--- src/rtl/lrc_pkg.sv ---
// Shared types and constants of the long run collapser.
package lrc_pkg;

	// Sample width and the longest run that can ever be replayed
	localparam int DATA_WIDTH = 32;
	localparam int MAX_LIMIT  = 32;

	// Width of the run_limit register field
	localparam int LIM_W      = 6;

	// Run counter saturates at MAX_LIMIT + 1
	localparam int CNT_W      = $clog2(MAX_LIMIT + 2);
	localparam int SAT_LEN    = MAX_LIMIT + 1;

	// Register map: word index of each register
	localparam int ADDR_W     = 3;
	localparam logic [ADDR_W-3:0] REG_RUN_LIMIT = '0;

	// Reset value of run_limit
	localparam logic [LIM_W-1:0] RUN_LIMIT_RST = LIM_W'(1);

	typedef enum logic [1:0] {
		ST_IDLE,
		ST_FLUSH_A,
		ST_FLUSH_B
	} lrc_state_t;

	// Commands from controller to datapath
	typedef struct packed {
		logic accept;
		logic step;
		logic sel_b;
	} lrc_cmd_t;

	// Status from datapath to controller
	typedef struct packed {
		logic fa_en_next;
		logic fb_en_next;
		logic fb_en;
		logic out_free;
		logic run_done;
	} lrc_status_t;

endpackage

--- src/rtl/lrc_cfg.sv ---
// APB register block holding run_limit and its clamped form.
module lrc_cfg
	import lrc_pkg::*;
(
	input  logic              clk,
	input  logic              arst_n,
	input  logic              psel,
	input  logic              penable,
	input  logic              pwrite,
	input  logic [ADDR_W-1:0] paddr,
	input  logic [31:0]       pwdata,
	output logic [31:0]       prdata,
	output logic              pready,
	output logic [CNT_W-1:0]  limit_eff
);

	logic [LIM_W-1:0] run_limit_q;
	logic             sel_limit;

	assign pready    = 1'b1;
	assign sel_limit = (paddr[ADDR_W-1:2] == REG_RUN_LIMIT);

	// Write run_limit on the access cycle
	always_ff @(posedge clk or negedge arst_n) begin
		if (!arst_n) begin
			run_limit_q <= RUN_LIMIT_RST;
		end else if (psel && penable && pwrite && pready && sel_limit) begin
			run_limit_q <= pwdata[LIM_W-1:0];
		end
	end

	// Read back the register, zero elsewhere
	assign prdata = sel_limit ? {{(32-LIM_W){1'b0}}, run_limit_q} : 32'd0;

	// Clamp the limit to the longest replayable run
	always_comb begin
		if (run_limit_q > LIM_W'(MAX_LIMIT)) begin
			limit_eff = CNT_W'(MAX_LIMIT);
		end else begin
			limit_eff = CNT_W'(run_limit_q);
		end
	end

endmodule

--- src/rtl/lrc_datapath.sv ---
// Run tracking, flush buffers, replay counter and output register.
module lrc_datapath
	import lrc_pkg::*;
(
	input  logic                  clk,
	input  logic                  arst_n,
	input  lrc_cmd_t              cmd,
	output lrc_status_t           status,
	input  logic [DATA_WIDTH-1:0] in_value,
	input  logic                  in_eos,
	input  logic [CNT_W-1:0]      limit_eff,
	input  logic                  out_ready,
	output logic                  out_valid,
	output logic [DATA_WIDTH-1:0] out_value,
	output logic [1:0]            out_user,
	output logic                  out_last
);

	// Pending run
	logic [DATA_WIDTH-1:0] run_value_q;
	logic [CNT_W-1:0]      run_length_q;
	logic                  run_open_q;

	// Flush buffers: A is the run ended by a new sample, B the final run
	logic [DATA_WIDTH-1:0] fa_value_q, fb_value_q;
	logic [CNT_W-1:0]      fa_len_q, fb_len_q;
	logic                  fb_en_q, eos_q;
	logic [CNT_W-1:0]      emit_q;

	// Output register
	logic                  out_valid_q;
	logic [DATA_WIDTH-1:0] out_value_q;
	logic [1:0]            out_user_q;
	logic                  out_last_q;

	logic                  match;
	logic [CNT_W-1:0]      len_inc;
	logic [DATA_WIDTH-1:0] cur_val;
	logic [CNT_W-1:0]      cur_len;
	logic                  collapse, run_done, last_res;

	// Compare the new sample with the pending run
	assign match   = run_open_q && (in_value == run_value_q);
	assign len_inc = (run_length_q < CNT_W'(SAT_LEN)) ? run_length_q + CNT_W'(1)
	                                                  : run_length_q;

	// Select the run being replayed
	assign cur_val  = cmd.sel_b ? fb_value_q : fa_value_q;
	assign cur_len  = cmd.sel_b ? fb_len_q : fa_len_q;
	assign collapse = cur_len > limit_eff;
	assign run_done = collapse || (emit_q == cur_len - CNT_W'(1));
	assign last_res = run_done && (cmd.sel_b || !fb_en_q);

	assign status.fa_en_next = run_open_q && !match;
	assign status.fb_en_next = in_eos;
	assign status.fb_en      = fb_en_q;
	assign status.out_free   = !out_valid_q || out_ready;
	assign status.run_done   = run_done;

	// Update the pending run on each accepted transaction
	always_ff @(posedge clk or negedge arst_n) begin
		if (!arst_n) begin
			run_value_q  <= '0;
			run_length_q <= '0;
			run_open_q   <= 1'b0;
		end else if (cmd.accept) begin
			if (in_eos) begin
				run_value_q  <= '0;
				run_length_q <= '0;
				run_open_q   <= 1'b0;
			end else if (match) begin
				run_length_q <= len_inc;
			end else begin
				run_value_q  <= in_value;
				run_length_q <= CNT_W'(1);
				run_open_q   <= 1'b1;
			end
		end
	end

	// Capture the runs to flush
	always_ff @(posedge clk) begin
		if (cmd.accept) begin
			fa_value_q <= run_value_q;
			fa_len_q   <= run_length_q;
			fb_value_q <= in_value;
			fb_len_q   <= match ? len_inc : CNT_W'(1);
			eos_q      <= in_eos;
		end
	end

	// Flush control flag and replay counter
	always_ff @(posedge clk or negedge arst_n) begin
		if (!arst_n) begin
			fb_en_q <= 1'b0;
			emit_q  <= '0;
		end else if (cmd.accept) begin
			fb_en_q <= in_eos;
			emit_q  <= '0;
		end else if (cmd.step) begin
			emit_q  <= run_done ? '0 : emit_q + CNT_W'(1);
		end
	end

	// Output valid: set on a step, drop once taken
	always_ff @(posedge clk or negedge arst_n) begin
		if (!arst_n) begin
			out_valid_q <= 1'b0;
		end else if (cmd.step) begin
			out_valid_q <= 1'b1;
		end else if (out_ready) begin
			out_valid_q <= 1'b0;
		end
	end

	// Output payload
	always_ff @(posedge clk) begin
		if (cmd.step) begin
			out_value_q <= collapse ? '0 : cur_val;
			out_user_q  <= {last_res, collapse};
			out_last_q  <= last_res && eos_q;
		end
	end

	assign out_valid = out_valid_q;
	assign out_value = out_value_q;
	assign out_user  = out_user_q;
	assign out_last  = out_last_q;

endmodule

--- src/rtl/lrc_ctrl.sv ---
// Controller state machine sequencing accept and run flushes.
module lrc_ctrl
	import lrc_pkg::*;
(
	input  logic        clk,
	input  logic        arst_n,
	input  logic        in_valid,
	output logic        in_ready,
	input  lrc_status_t status,
	output lrc_cmd_t    cmd
);

	lrc_state_t state_q, state_d;

	always_ff @(posedge clk or negedge arst_n) begin
		if (!arst_n) begin
			state_q <= ST_IDLE;
		end else begin
			state_q <= state_d;
		end
	end

	// Next state
	always_comb begin
		state_d = state_q;
		unique case (state_q)
			ST_IDLE: begin
				if (in_valid) begin
					if (status.fa_en_next) begin
						state_d = ST_FLUSH_A;
					end else if (status.fb_en_next) begin
						state_d = ST_FLUSH_B;
					end
				end
			end
			ST_FLUSH_A: begin
				if (status.out_free && status.run_done) begin
					state_d = status.fb_en ? ST_FLUSH_B : ST_IDLE;
				end
			end
			ST_FLUSH_B: begin
				if (status.out_free && status.run_done) begin
					state_d = ST_IDLE;
				end
			end
			default: state_d = ST_IDLE;
		endcase
	end

	// Outputs
	always_comb begin
		in_ready   = 1'b0;
		cmd.accept = 1'b0;
		cmd.step   = 1'b0;
		cmd.sel_b  = 1'b0;
		unique case (state_q)
			ST_IDLE: begin
				in_ready   = 1'b1;
				cmd.accept = in_valid;
			end
			ST_FLUSH_A: begin
				cmd.step   = status.out_free;
			end
			ST_FLUSH_B: begin
				cmd.step   = status.out_free;
				cmd.sel_b  = 1'b1;
			end
			default: begin
				in_ready   = 1'b0;
			end
		endcase
	end

endmodule

--- src/rtl/long_run_collapser.sv ---
// Long run collapser: each input transaction is first accepted in the idle state,
// and then its results leave at one per cycle from a single output register
// fed by the replay counter, while the output is not stalled. A run no
// longer than run_limit (clamped to 32) is replayed element by element; a
// longer run gives one zero with the collapse flag set. A new transaction is
// taken while the last result still waits in the output register.
module long_run_collapser
	import lrc_pkg::*;
(
	input  logic                  clk,
	input  logic                  arst_n,
	// Input stream
	input  logic                  s_tvalid,
	output logic                  s_tready,
	input  logic [31:0]           s_tdata,  // [31:0] sample_value
	input  logic                  s_tlast,  // end_of_sequence
	// Output stream
	output logic                  m_tvalid,
	input  logic                  m_tready,
	output logic [31:0]           m_tdata,  // [31:0] out_value
	output logic [1:0]            m_tuser,  // [0] collapse_marker, [1] last_of_burst
	output logic                  m_tlast,  // sequence_done
	// Configuration
	input  logic                  psel,
	input  logic                  penable,
	input  logic                  pwrite,
	input  logic [ADDR_W-1:0]     paddr,
	input  logic [31:0]           pwdata,
	output logic [31:0]           prdata,
	output logic                  pready
);

	lrc_cmd_t         cmd;
	lrc_status_t      status;
	logic [CNT_W-1:0] limit_eff;

	lrc_cfg u_cfg (
		.clk       (clk),
		.arst_n    (arst_n),
		.psel      (psel),
		.penable   (penable),
		.pwrite    (pwrite),
		.paddr     (paddr),
		.pwdata    (pwdata),
		.prdata    (prdata),
		.pready    (pready),
		.limit_eff (limit_eff)
	);

	lrc_ctrl u_ctrl (
		.clk      (clk),
		.arst_n   (arst_n),
		.in_valid (s_tvalid),
		.in_ready (s_tready),
		.status   (status),
		.cmd      (cmd)
	);

	lrc_datapath u_dp (
		.clk       (clk),
		.arst_n    (arst_n),
		.cmd       (cmd),
		.status    (status),
		.in_value  (s_tdata),
		.in_eos    (s_tlast),
		.limit_eff (limit_eff),
		.out_ready (m_tready),
		.out_valid (m_tvalid),
		.out_value (m_tdata),
		.out_user  (m_tuser),
		.out_last  (m_tlast)
	);

endmodule

--- config.mk ---
export PLATFORM = sky130hd
export DESIGN_NAME = long_run_collapser
export DESIGN_NICKNAME = d
export VERILOG_FILES = /design/src/rtl/lrc_pkg.sv /design/src/rtl/lrc_cfg.sv /design/src/rtl/lrc_datapath.sv /design/src/rtl/lrc_ctrl.sv /design/src/rtl/long_run_collapser.sv
export SDC_FILE = /design/constraint.sdc
export NUM_CORES = 1
export LEC_CHECK = 0
export ABC_AREA = 1
export BUFFER_PORTS_ARGS = -buffer_cell sky130_fd_sc_hd__buf_2
export CAP_MARGIN = 5
export CORE_MARGIN = 1
export CORE_UTILIZATION = 40
export DETAILED_ROUTE_END_ITERATION = 10
export PLACE_DENSITY = 0.57
export SLEW_MARGIN = 20
export SYNTH_ARGS = -nofsm -noshare
export SYNTH_HDL_FRONTEND = slang
export SYNTH_SLANG_ARGS = --single-unit
--- constraint.sdc ---
create_clock -name clk -period 4.7 [get_ports clk]
set_input_delay 0.47 -clock clk [delete_from_list [all_inputs] [get_ports clk]]
set_output_delay 0.47 -clock clk [all_outputs]
set_load 0.02 [all_outputs]
==> results.yml, run 1 <==
yosys:
  ys_ff_latch: 167
  netlist_area_mm2: 0.00744
  post-synth-top-area-cell: "edfxtp_1"
  synth.distinct_cells: 33
  synth_area_per_cell_um2: 10.4
  synth_top_area_share: 0.452
  synthTopCellsByArea: "edfxtp_1 45%, dfrtp_1 18%, nand2_1 13%"
  seq_area_frac_synth: 0.637
  syn_inst: 717
  yosys_warnings: 0
timing:
  slew_headroom: 0.476
  worst_pin_slew_ns: 0.787
  fmax_mhz: 275
  finalSetupViolations: 0
  min_period_over_period: 0.774
  rsz0062_at_grt: "no"
  fin_skew_ns: 0.0102
  setup_ws_ns: 1.06
  slew_violations: 0
  setup-tns-final_ns: 0
  period_minus_slack_ns: 3.64
  hold_viol: 0
cts:
  cts_buffers: 17
  cts.sink_count: 167
  cts-root-buf: "clkbuf_16"
  clk_pin_slew_worst_paths_ns: 0.06
  cts_buffer_depth: 2
  cts_tree: "yes"
  clkLatencyLatePin_ns: 0.42
  cts_hold_buf: 0
  ctsHtreeMaxLevel: 4
  post-cts-setup-buffer-count: 0
  ctsResizeCount: 0
placed_design:
  hpwlAfterDp_mm: 10.1
  portBuffers: 89
  gp_congestion: 0.905
  pre_cts_slack_ns: 0.937
power:
  irDropWorstVdd_mv: 0.427
  power_frac_seq: 0.429
  clockPowerShare: 0.227
  p_int_mw: 3.49
  p_sw_mw: 2.14
  power.total_mw: 5.63
  swShare: 0.380
  powerDensity_mw_per_mm2: 659
  leakagePower_nw: 3.79
  power_frac_comb: 0.344
layout:
  drive_above_1_share: 0.178
  fin_nets: 897
  antenna_cells: 0
  layout_common_cells: "252 x nand2_1, 112 x edfxtp_1, 89 x buf_2, 54 x dfrtp_1, 47 x a21oi_1"
  layout_commonest_cell: "nand2_1"
  area_growth_pct: 14.8
  n_fill_cell: 1659
setup_path:
  startpoint_type: "register"
  crit_type: "register to register"
  rr_startpoint: "u_ctrl.state_q[0]"
  crit_fanout: 42
  r2r_end: "u_dp.out_value[10]"
  rrSetupSlack_ns: 1.06
  arrival_ns: 3.81
  cp-end-kind: "register"
  cp.required_ns: 4.87
  reg2reg_depth: 14
global_routing:
  antenna_found_initial: 1
  grt_pass1_vias: 4958
  grt_max_degree: 56
  grt_first_pass_wirelength_mm: 25.2
  grt.overflow.total: 0
  grt_usage: 0.170
min_path:
  hold_class: "input port to async pin"
job:
  cap_violations: 0
detailed_routing:
  drt_drc_violations_left: 23
  routed-via-count: 4995
  dr.pass1.iters: 10
  first_iter_violations: 417
  wl_per_cell_um: 14.6
  viasPerCell: 4.75
  ant_nets: 0
  routed_wl_mm: 15.4
floorplanning:
  dieHeight_um: 138
  die_w_um: 138
  fp-row-count: 49
  core_area_mm2: 0.0181
  start_util: 0.412
  io_pins: 145
  die-area_mm2: 0.0192
status:
  violations: "design-rule violations"
  outcome: "finished with violations"
power groups by stage:
stage / Combinational (mW) / Sequential, mW / Clock, mW
final: 1.93 / 2.42 / 1.28
after detailed placement: 1.97 / 2.45 / 0
after global routing: 2.17 / 2.47 / 1.37
after CTS: 1.98 / 2.42 / 1.31
after floorplan: 1.16 / 2.63 / 0
after global placement: 1.93 / 2.43 / 0
cells in the mapped netlist:
cell type / n
nand4_1: 4
nor2_1: 41
dfrtp_1: 54
o22ai_1: 8
o21ai_1: 1
xor2_1: 12
clkbuf_1: 8
edfxtp_1: 112
or2_2: 3
a22oi_2: 1
conb_1: 2
nand3_1: 25
inv_2: 2
o21ai_0: 7
nor2_2: 2
nor3_1: 4
buf_8: 1
nand4_2: 1
nand2_1: 252
inv_1: 44
inv_4: 1
buf_6: 2
nand2_2: 7
o211ai_1: 1
buf_1: 3
buf_4: 32
nand3_2: 2
a21oi_1: 47
xnor2_1: 22
a22o_1: 1
and2_1: 1
dfstp_2: 1
ha_1: 13
worst max-delay path by stage:
stage	end	slack, ns	depth (start not counted)	startpoint
2_1_floorplan	u_dp.run_open_q	1.32	10	u_ctrl.state_q[0]
3_3_place_gp	u_dp.out_value[16]	1.01	14	u_ctrl.state_q[0]
3_5_place_dp	u_dp.out_value[9]	0.94	14	u_ctrl.state_q[0]
4_1_cts	u_dp.out_value[9]	0.93	14	u_ctrl.state_q[0]
5_1_grt	u_dp.out_value[13]	0.66	14	u_ctrl.state_q[0]
6_report	u_dp.out_value[10]	1.06	14	u_ctrl.state_q[0]
metrics by stage:
step	hold WS, ns	utilization	cells	cell area [um^2]
after floorplan	0.174	-	742	7540
after global placement	0.464	0.443	1019	8010
after detailed placement	0.473	0.443	1019	8010
after CTS	0.238	0.473	1051	8550
after global routing	0.241	0.473	1051	8550
final	0.198	0.473	1051	8550
logic make-up after synthesis:
family | after synthesis | share of synthesized area
compound gates | 66 | 0.0476
xor+xnor | 34 | 0.0400
fa+ha+maj | 13 | 0.0218
buf+inv | 93 | 0.0669
flops | 167 | 0.637
other cells | 2 | 0.00101
simple gates | 342 | 0.186
final cells by class:
type	instances	area (um^2)	area share
Tap cell	229	287	0.0335
Multi-Input combinational cell	482	2300	0.269
Inverter	47	180	0.0211
Sequential cell	167	4740	0.555
Clock inverter	12	93.8	0.0110
Clock buffer	20	447	0.0523
Timing Repair Buffer	94	495	0.0580
state kept, by name (all words and copies together) (netlist names), 2 cells and up:
signal             flops
u_dp.fa_len_q          6
u_dp.fb_value_q       32
u_dp.emit_q            6
u_ctrl.state_q         2
u_dp.run_value_q      32
u_dp.out_value        32
u_dp.fa_value_q       32
u_dp.out_user          2
u_dp.fb_len_q          6
u_cfg.run_limit_q      6
u_dp.run_length_q      6
per-layer routing:
| metal | vias to the layer above | share of wire | global-route usage |
|---|---|---|---|
| li1 | 2487 | - | - |
| met1 | 2350 | 0.43 | 0.211 |
| met2 | 144 | 0.49 | 0.288 |
| met3 | 14 | 0.066 | 0.0454 |
| met4 | 0 | 0.013 | 0.0585 |
| met5 | - | 0 | 0 |
critical path, stage by stage (launching register included):
cell and delay [ns]:
dfrtp_1 0.40, inv_1 0.10, ha_2 0.51, inv_4 0.31
nand2_1 0.19, nand2_1 0.13, ha_1 0.30, nand2_1 0.06
nor2_1 0.14, o21ai_0 0.12, o211ai_1 0.09, nand2_1 0.17
inv_1 0.53, buf_12 0.24, a21oi_1 0.05
No activity file was read; power rests on OpenSTA's default activity.
==> run 2, diff against run 1 <==
--- a/config.mk
+++ b/config.mk
@@ -11,7 +11,7 @@
 export CORE_MARGIN = 1
 export CORE_UTILIZATION = 40
 export DETAILED_ROUTE_END_ITERATION = 10
-export PLACE_DENSITY = 0.57
+export PLACE_DENSITY = 0.59
 export SLEW_MARGIN = 20
 export SYNTH_ARGS = -nofsm -noshare
 export SYNTH_HDL_FRONTEND = slang
==> constraint.sdc (replaced) <==
create_clock -name clk -period 3.2 [get_ports clk]
set_input_delay 0.32 -clock clk [delete_from_list [all_inputs] [get_ports clk]]
set_output_delay 0.32 -clock clk [all_outputs]
set_load 0.02 [all_outputs]
==> run 2 against run 1 <==
Net effect:
- the flow still finishes with violations (design-rule violations)
- routed wire length decreased by 2.3%
- combinational power increased by 50%
- flip-flop and latch count is the same
- largest power group unchanged
==> results.yml, run 2 (synthesis results as in run 1) <==
timing:
  worst_pin_slew_ns: 0.737
  slew_violations: 0
  setup-tns-final_ns: 0
  fmax_mhz: 368
  hold_viol: 0
  min_period_over_period: 0.849
  period_minus_slack_ns: 2.72
  rsz0062_at_grt: "no"
  slew_headroom: 0.509
  finalSetupViolations: 0
  fin_skew_ns: 0.0103
cts:
  cts_tree: "yes"
  clkLatencyLatePin_ns: 0.42
  cts_buffer_depth: 2
  ctsHtreeMaxLevel: 4
  cts_buffers: 17
  cts_hold_buf: 0
  clk_pin_slew_worst_paths_ns: 0.07
  post-cts-setup-buffer-count: 0
  ctsResizeCount: 0
  cts.sink_count: 167
  cts-root-buf: "clkbuf_16"
status:
  violations: "design-rule violations"
  outcome: "finished with violations"
power:
  irDropWorstVdd_mv: 0.446
  powerDensity_mw_per_mm2: 982
  leakagePower_nw: 3.86
floorplanning:
  die-area_mm2: 0.0192
  core_area_mm2: 0.0181
  die_w_um: 138
  dieHeight_um: 138
  start_util: 0.412
  fp-row-count: 49
  io_pins: 145
setup_path:
  crit_fanout: 33
  arrival_ns: 2.88
  cp-end-kind: "register"
  cp.required_ns: 3.36
  crit_type: "register to register"
  startpoint_type: "register"
detailed_routing:
  dr.pass1.iters: 8
  wl_per_cell_um: 14.2
  drt_drc_violations_left: 22
  viasPerCell: 4.64
  routed-via-count: 4916
  routed_wl_mm: 15.0
  first_iter_violations: 312
  ant_nets: 0
global_routing:
  grt_max_degree: 58
  grt_pass1_vias: 4675
  grt_first_pass_wirelength_mm: 24.3
  grt_usage: 0.166
  antenna_found_initial: 1
  grt.overflow.total: 0
layout:
  drive_above_1_share: 0.186
  layout_commonest_cell: "nand2_1"
  fin_util: 0.480
  fin_nets: 905
  area_growth_pct: 16.6
  layout_common_cells: "252 x nand2_1, 112 x edfxtp_1, 88 x buf_2, 54 x dfrtp_1, 47 x a21oi_1"
  antenna_cells: 0
placed_design:
  portBuffers: 89
  hpwlAfterDp_mm: 10.0
  gp_congestion: 0.826
job:
  cap_violations: 0
min_path:
  hold_class: "input port to register"
-- run 2: cell count changes in the layout (fill, tap and decap cells not counted) --
cell	change
clkinv_1	-1
dlygate4sd3_1	+1
bufinv_16	+2
inv_6	-2
clkbuf_1	-1
clkinv_4	+1
clkinv_2	-3
inv_8	+3
buf_4	+8
buf_2	-1
inv_1	+1
-- run 2: where the power goes --
group / leakage [nW] / internal (mW) / switching, mW
Clock: 0.295 / 1.20 / 0.887
Combinational: 1.77 / 0.898 / 2.01
Sequential: 1.79 / 3.25 / 0.284
-- run 2: through the flow --
step                total power, mW  setup WS (ns)  area [um^2]  hold WS, ns  instances
floorplan                      5.57          0.416         7540       0.0244        742
global placement               6.49          0.503         8060        0.461       1026
detailed placement             6.52          0.482         8060        0.462       1026
CTS                            8.62          0.468         8660       0.0806       1058
global route                   9.08          0.179         8680       0.0872       1059
finish                         8.52          0.484         8680        0.101       1059
-- run 2: final timing paths --
kind                                            from                    to  slack, ns  cells past startpoint
min in group asynchronous                     arst_n     u_ctrl.state_q[1]       0.45                      2
worst max register to register     u_ctrl.state_q[0]    u_dp.out_value[16]       0.48                     14
max in group asynchronous                     arst_n  u_dp.run_value_q[29]       2.08                      3
worst min-delay path                     s_tdata[28]   u_dp.fb_value_q[28]       0.10                      1
worst min register to register  u_dp.run_value_q[29]   u_dp.fa_value_q[29]       0.48                      0
worst max-delay path               u_ctrl.state_q[0]    u_dp.out_value[16]       0.48                     14
-- run 2: per-layer routing --
layer	global-route usage	wire length, um	vias up
met5	0	10	-
met4	0.0503	132	2
met3	0.0471	846	10
met2	0.273	6980	130
met1	0.214	7060	2275
li1	-	-	2499
-- run 2: final cells by class --
| class | instances | area, um^2 |
|---|---|---|
| tap | 229 | 287 |
| fill | 1663 | 9410 |
| clock inverter | 13 | 161 |
| clock buffer | 19 | 443 |
| inverter | 47 | 183 |
| sequential | 167 | 4740 |
| multi-input combinational | 482 | 2300 |
| timing repair buffer | 102 | 561 |
-- run 2: worst max-delay path, stage by stage (launching register included) --
cell	delay (ns)
dfrtp_1	0.40
inv_1	0.09
ha_2	0.29
inv_4	0.12
nand2_1	0.11
nand2_1	0.14
ha_1	0.32
nand2_1	0.06
nor2_1	0.14
o21ai_0	0.10
o211ai_1	0.10
nand2_1	0.15
inv_1	0.13
buf_12	0.21
a21oi_1	0.09
==> run 3, diff against run 2 <==
--- a/config.mk
+++ b/config.mk
@@ -11,7 +11,7 @@
 export CORE_MARGIN = 1
 export CORE_UTILIZATION = 40
 export DETAILED_ROUTE_END_ITERATION = 10
-export PLACE_DENSITY = 0.59
+export PLACE_DENSITY = 0.57
 export SLEW_MARGIN = 20
 export SYNTH_ARGS = -nofsm -noshare
 export SYNTH_HDL_FRONTEND = slang
==> constraint.sdc (replaced) <==
create_clock -name clk -period 2.8 [get_ports clk]
set_input_delay 0.28 -clock clk [delete_from_list [all_inputs] [get_ports clk]]
set_output_delay 0.28 -clock clk [all_outputs]
set_load 0.02 [all_outputs]
==> run 3 against run 2 <==
Net effect:
- the flow still finishes with violations (design-rule violations)
- sequential power up 15%
- final area up 0.43%
- sequential share of layout area down 0.24 points
- largest power group unchanged
==> results.yml, run 3 (synthesis results as in run 1) <==
layout:
  fin_nets: 909
  drive_above_1_share: 0.192
  area_growth_pct: 17.1
  final_cells: 1063
  multiInputGateArea_mm2: 0.00231
  n_fill_cell: 1635
  layout_commonest_cell: "nand2_1"
  layout_common_cells: "250 x nand2_1, 112 x edfxtp_1, 89 x buf_2, 54 x dfrtp_1, 47 x a21oi_1"
  ff_latch_area_mm2: 0.00474
min_path:
  hold_class: "input port to register"
detailed_routing:
  ant_nets: 0
  wl_met1_mm: 7.09
  routed_wl_mm: 16.3
  first_iter_violations: 327
  wl_per_cell_um: 15.4
  wl_met2_mm: 7.95
  viasPerCell: 4.85
  routed-via-count: 5160
  drt_drc_violations_left: 36
  dr.pass1.iters: 7
  top_layer: "met5"
  met3RoutedLength_mm: 1.09
placed_design:
  portBuffers: 89
  place_inst: 1028
  hpwlAfterDp_mm: 10.7
  pre_cts_slack_ns: 0.171
  gp_congestion: 0.824
job:
  cap_violations: 0
setup_path:
  cpPeakStageDelay_ns: 0.41
  cp_top_family: "buffers and inverters"
  worst_path_max_delay_cell: "dfrtp_1"
  crit_buf_inv: 5
  arrival_ns: 2.84
  cp.required_ns: 3.07
  cp-end-kind: "register"
  startpoint_type: "register"
  path_cells: "inv_1 -> ha_2 -> buf_4 -> nand2_1 -> nand2_1 -> ha_1 -> inv_1 -> nor2_1 -> o21ai_0 -> o211ai_1 -> nand2_2 -> clkinvlp_4 -> clkbuf_16 -> a21oi_1"
  crit_type: "register to register"
  crit_fanout: 16
status:
  violations: "design-rule violations"
  outcome: "finished with violations"
floorplanning:
  dieHeight_um: 138
  die-area_mm2: 0.0192
  core_area_mm2: 0.0181
  die_w_um: 138
  start_util: 0.412
  fp-row-count: 49
  io_pins: 145
power:
  irDropWorstVdd_mv: 0.547
  leakagePower_nw: 3.86
  powerDensity_mw_per_mm2: 1130
  power.total_mw: 9.88
global_routing:
  grt_usage: 0.175
  antenna_found_initial: 2
  grt_max_degree: 58
  grt.overflow.total: 0
  grt_first_pass_wirelength_mm: 25.8
  grt_pass1_vias: 5007
cts:
  cts_buffer_depth: 2
  cts_buffers: 17
  ctsHtreeMaxLevel: 4
  clk_pin_slew_worst_paths_ns: 0.07
  cts-root-buf: "clkbuf_16"
  cts_tree: "yes"
  clkLatencyLatePin_ns: 0.42
  cts.sink_count: 167
timing:
  holdWs_ns: 0.0664
  hold_viol: 0
  fin_skew_ns: 0.0101
  worst_pin_slew_ns: 0.736
  setup_ws_ns: 0.222
  min_period_over_period: 0.921
  slew_headroom: 0.510
  fmax_mhz: 388
  period_minus_slack_ns: 2.58
  slew_violations: 0
  finalSetupViolations: 0
[run 3: final cells by class]
| class | count | area share |
|---|---|---|
| repair buffers | 106 | 0.0709 |
| clock inverters | 11 | 0.0142 |
| flip-flops and latches | 167 | 0.544 |
| clock buffers | 20 | 0.0513 |
| well taps | 229 | 0.0329 |
| diodes | 1 | 0.000287 |
| inverters | 47 | 0.0214 |
| multi-input cells | 482 | 0.265 |
[run 3: worst paths after layout]
check | startpoint | to | slack, ns | cells past startpoint
worst max-delay path | u_ctrl.state_q[0] | u_dp.out_value[31] | 0.22 | 14
worst min register to register | u_dp.run_value_q[6] | u_dp.fa_value_q[6] | 0.48 | 0
worst min-delay path | s_tdata[29] | u_dp.fb_value_q[29] | 0.07 | 1
max in group asynchronous | arst_n | u_dp.run_value_q[6] | 1.46 | 3
min in group asynchronous | arst_n | u_dp.out_valid | 0.41 | 2
worst max register to register | u_ctrl.state_q[0] | u_dp.out_value[31] | 0.22 | 14
[run 3: per-stage QoR]
stage          area (um^2)  utilization  setup TNS, ns
2_1_floorplan         7540            -              0
3_3_place_gp          8090        0.447              0
3_5_place_dp          8090        0.447              0
4_1_cts               8670        0.479              0
5_1_grt               8710        0.482       -0.00295
6_report              8710        0.482              0
[run 3: layer usage]
metal / global-route usage / vias up
li1: - / 2506
met1: 0.226 / 2484
met2: 0.288 / 148
met3: 0.0509 / 20
met4: 0.0461 / 2
met5: 0 / -
[run 3: report_power, final]
group | switching [mW] | internal, mW
sequential | 0.353 | 3.72
combinational | 2.40 | 1.13
clock | 0.939 | 1.33
total | 3.69 | 6.18
[run 3: repair_timing]
item / CTS / global route
buffers inserted: 0 / 1
hold endpoints to repair: 20 / 0
hold buffers: 1 / 0
endpoints found under the setup margin: 0 / 32
gates resized for setup: 0 / 4
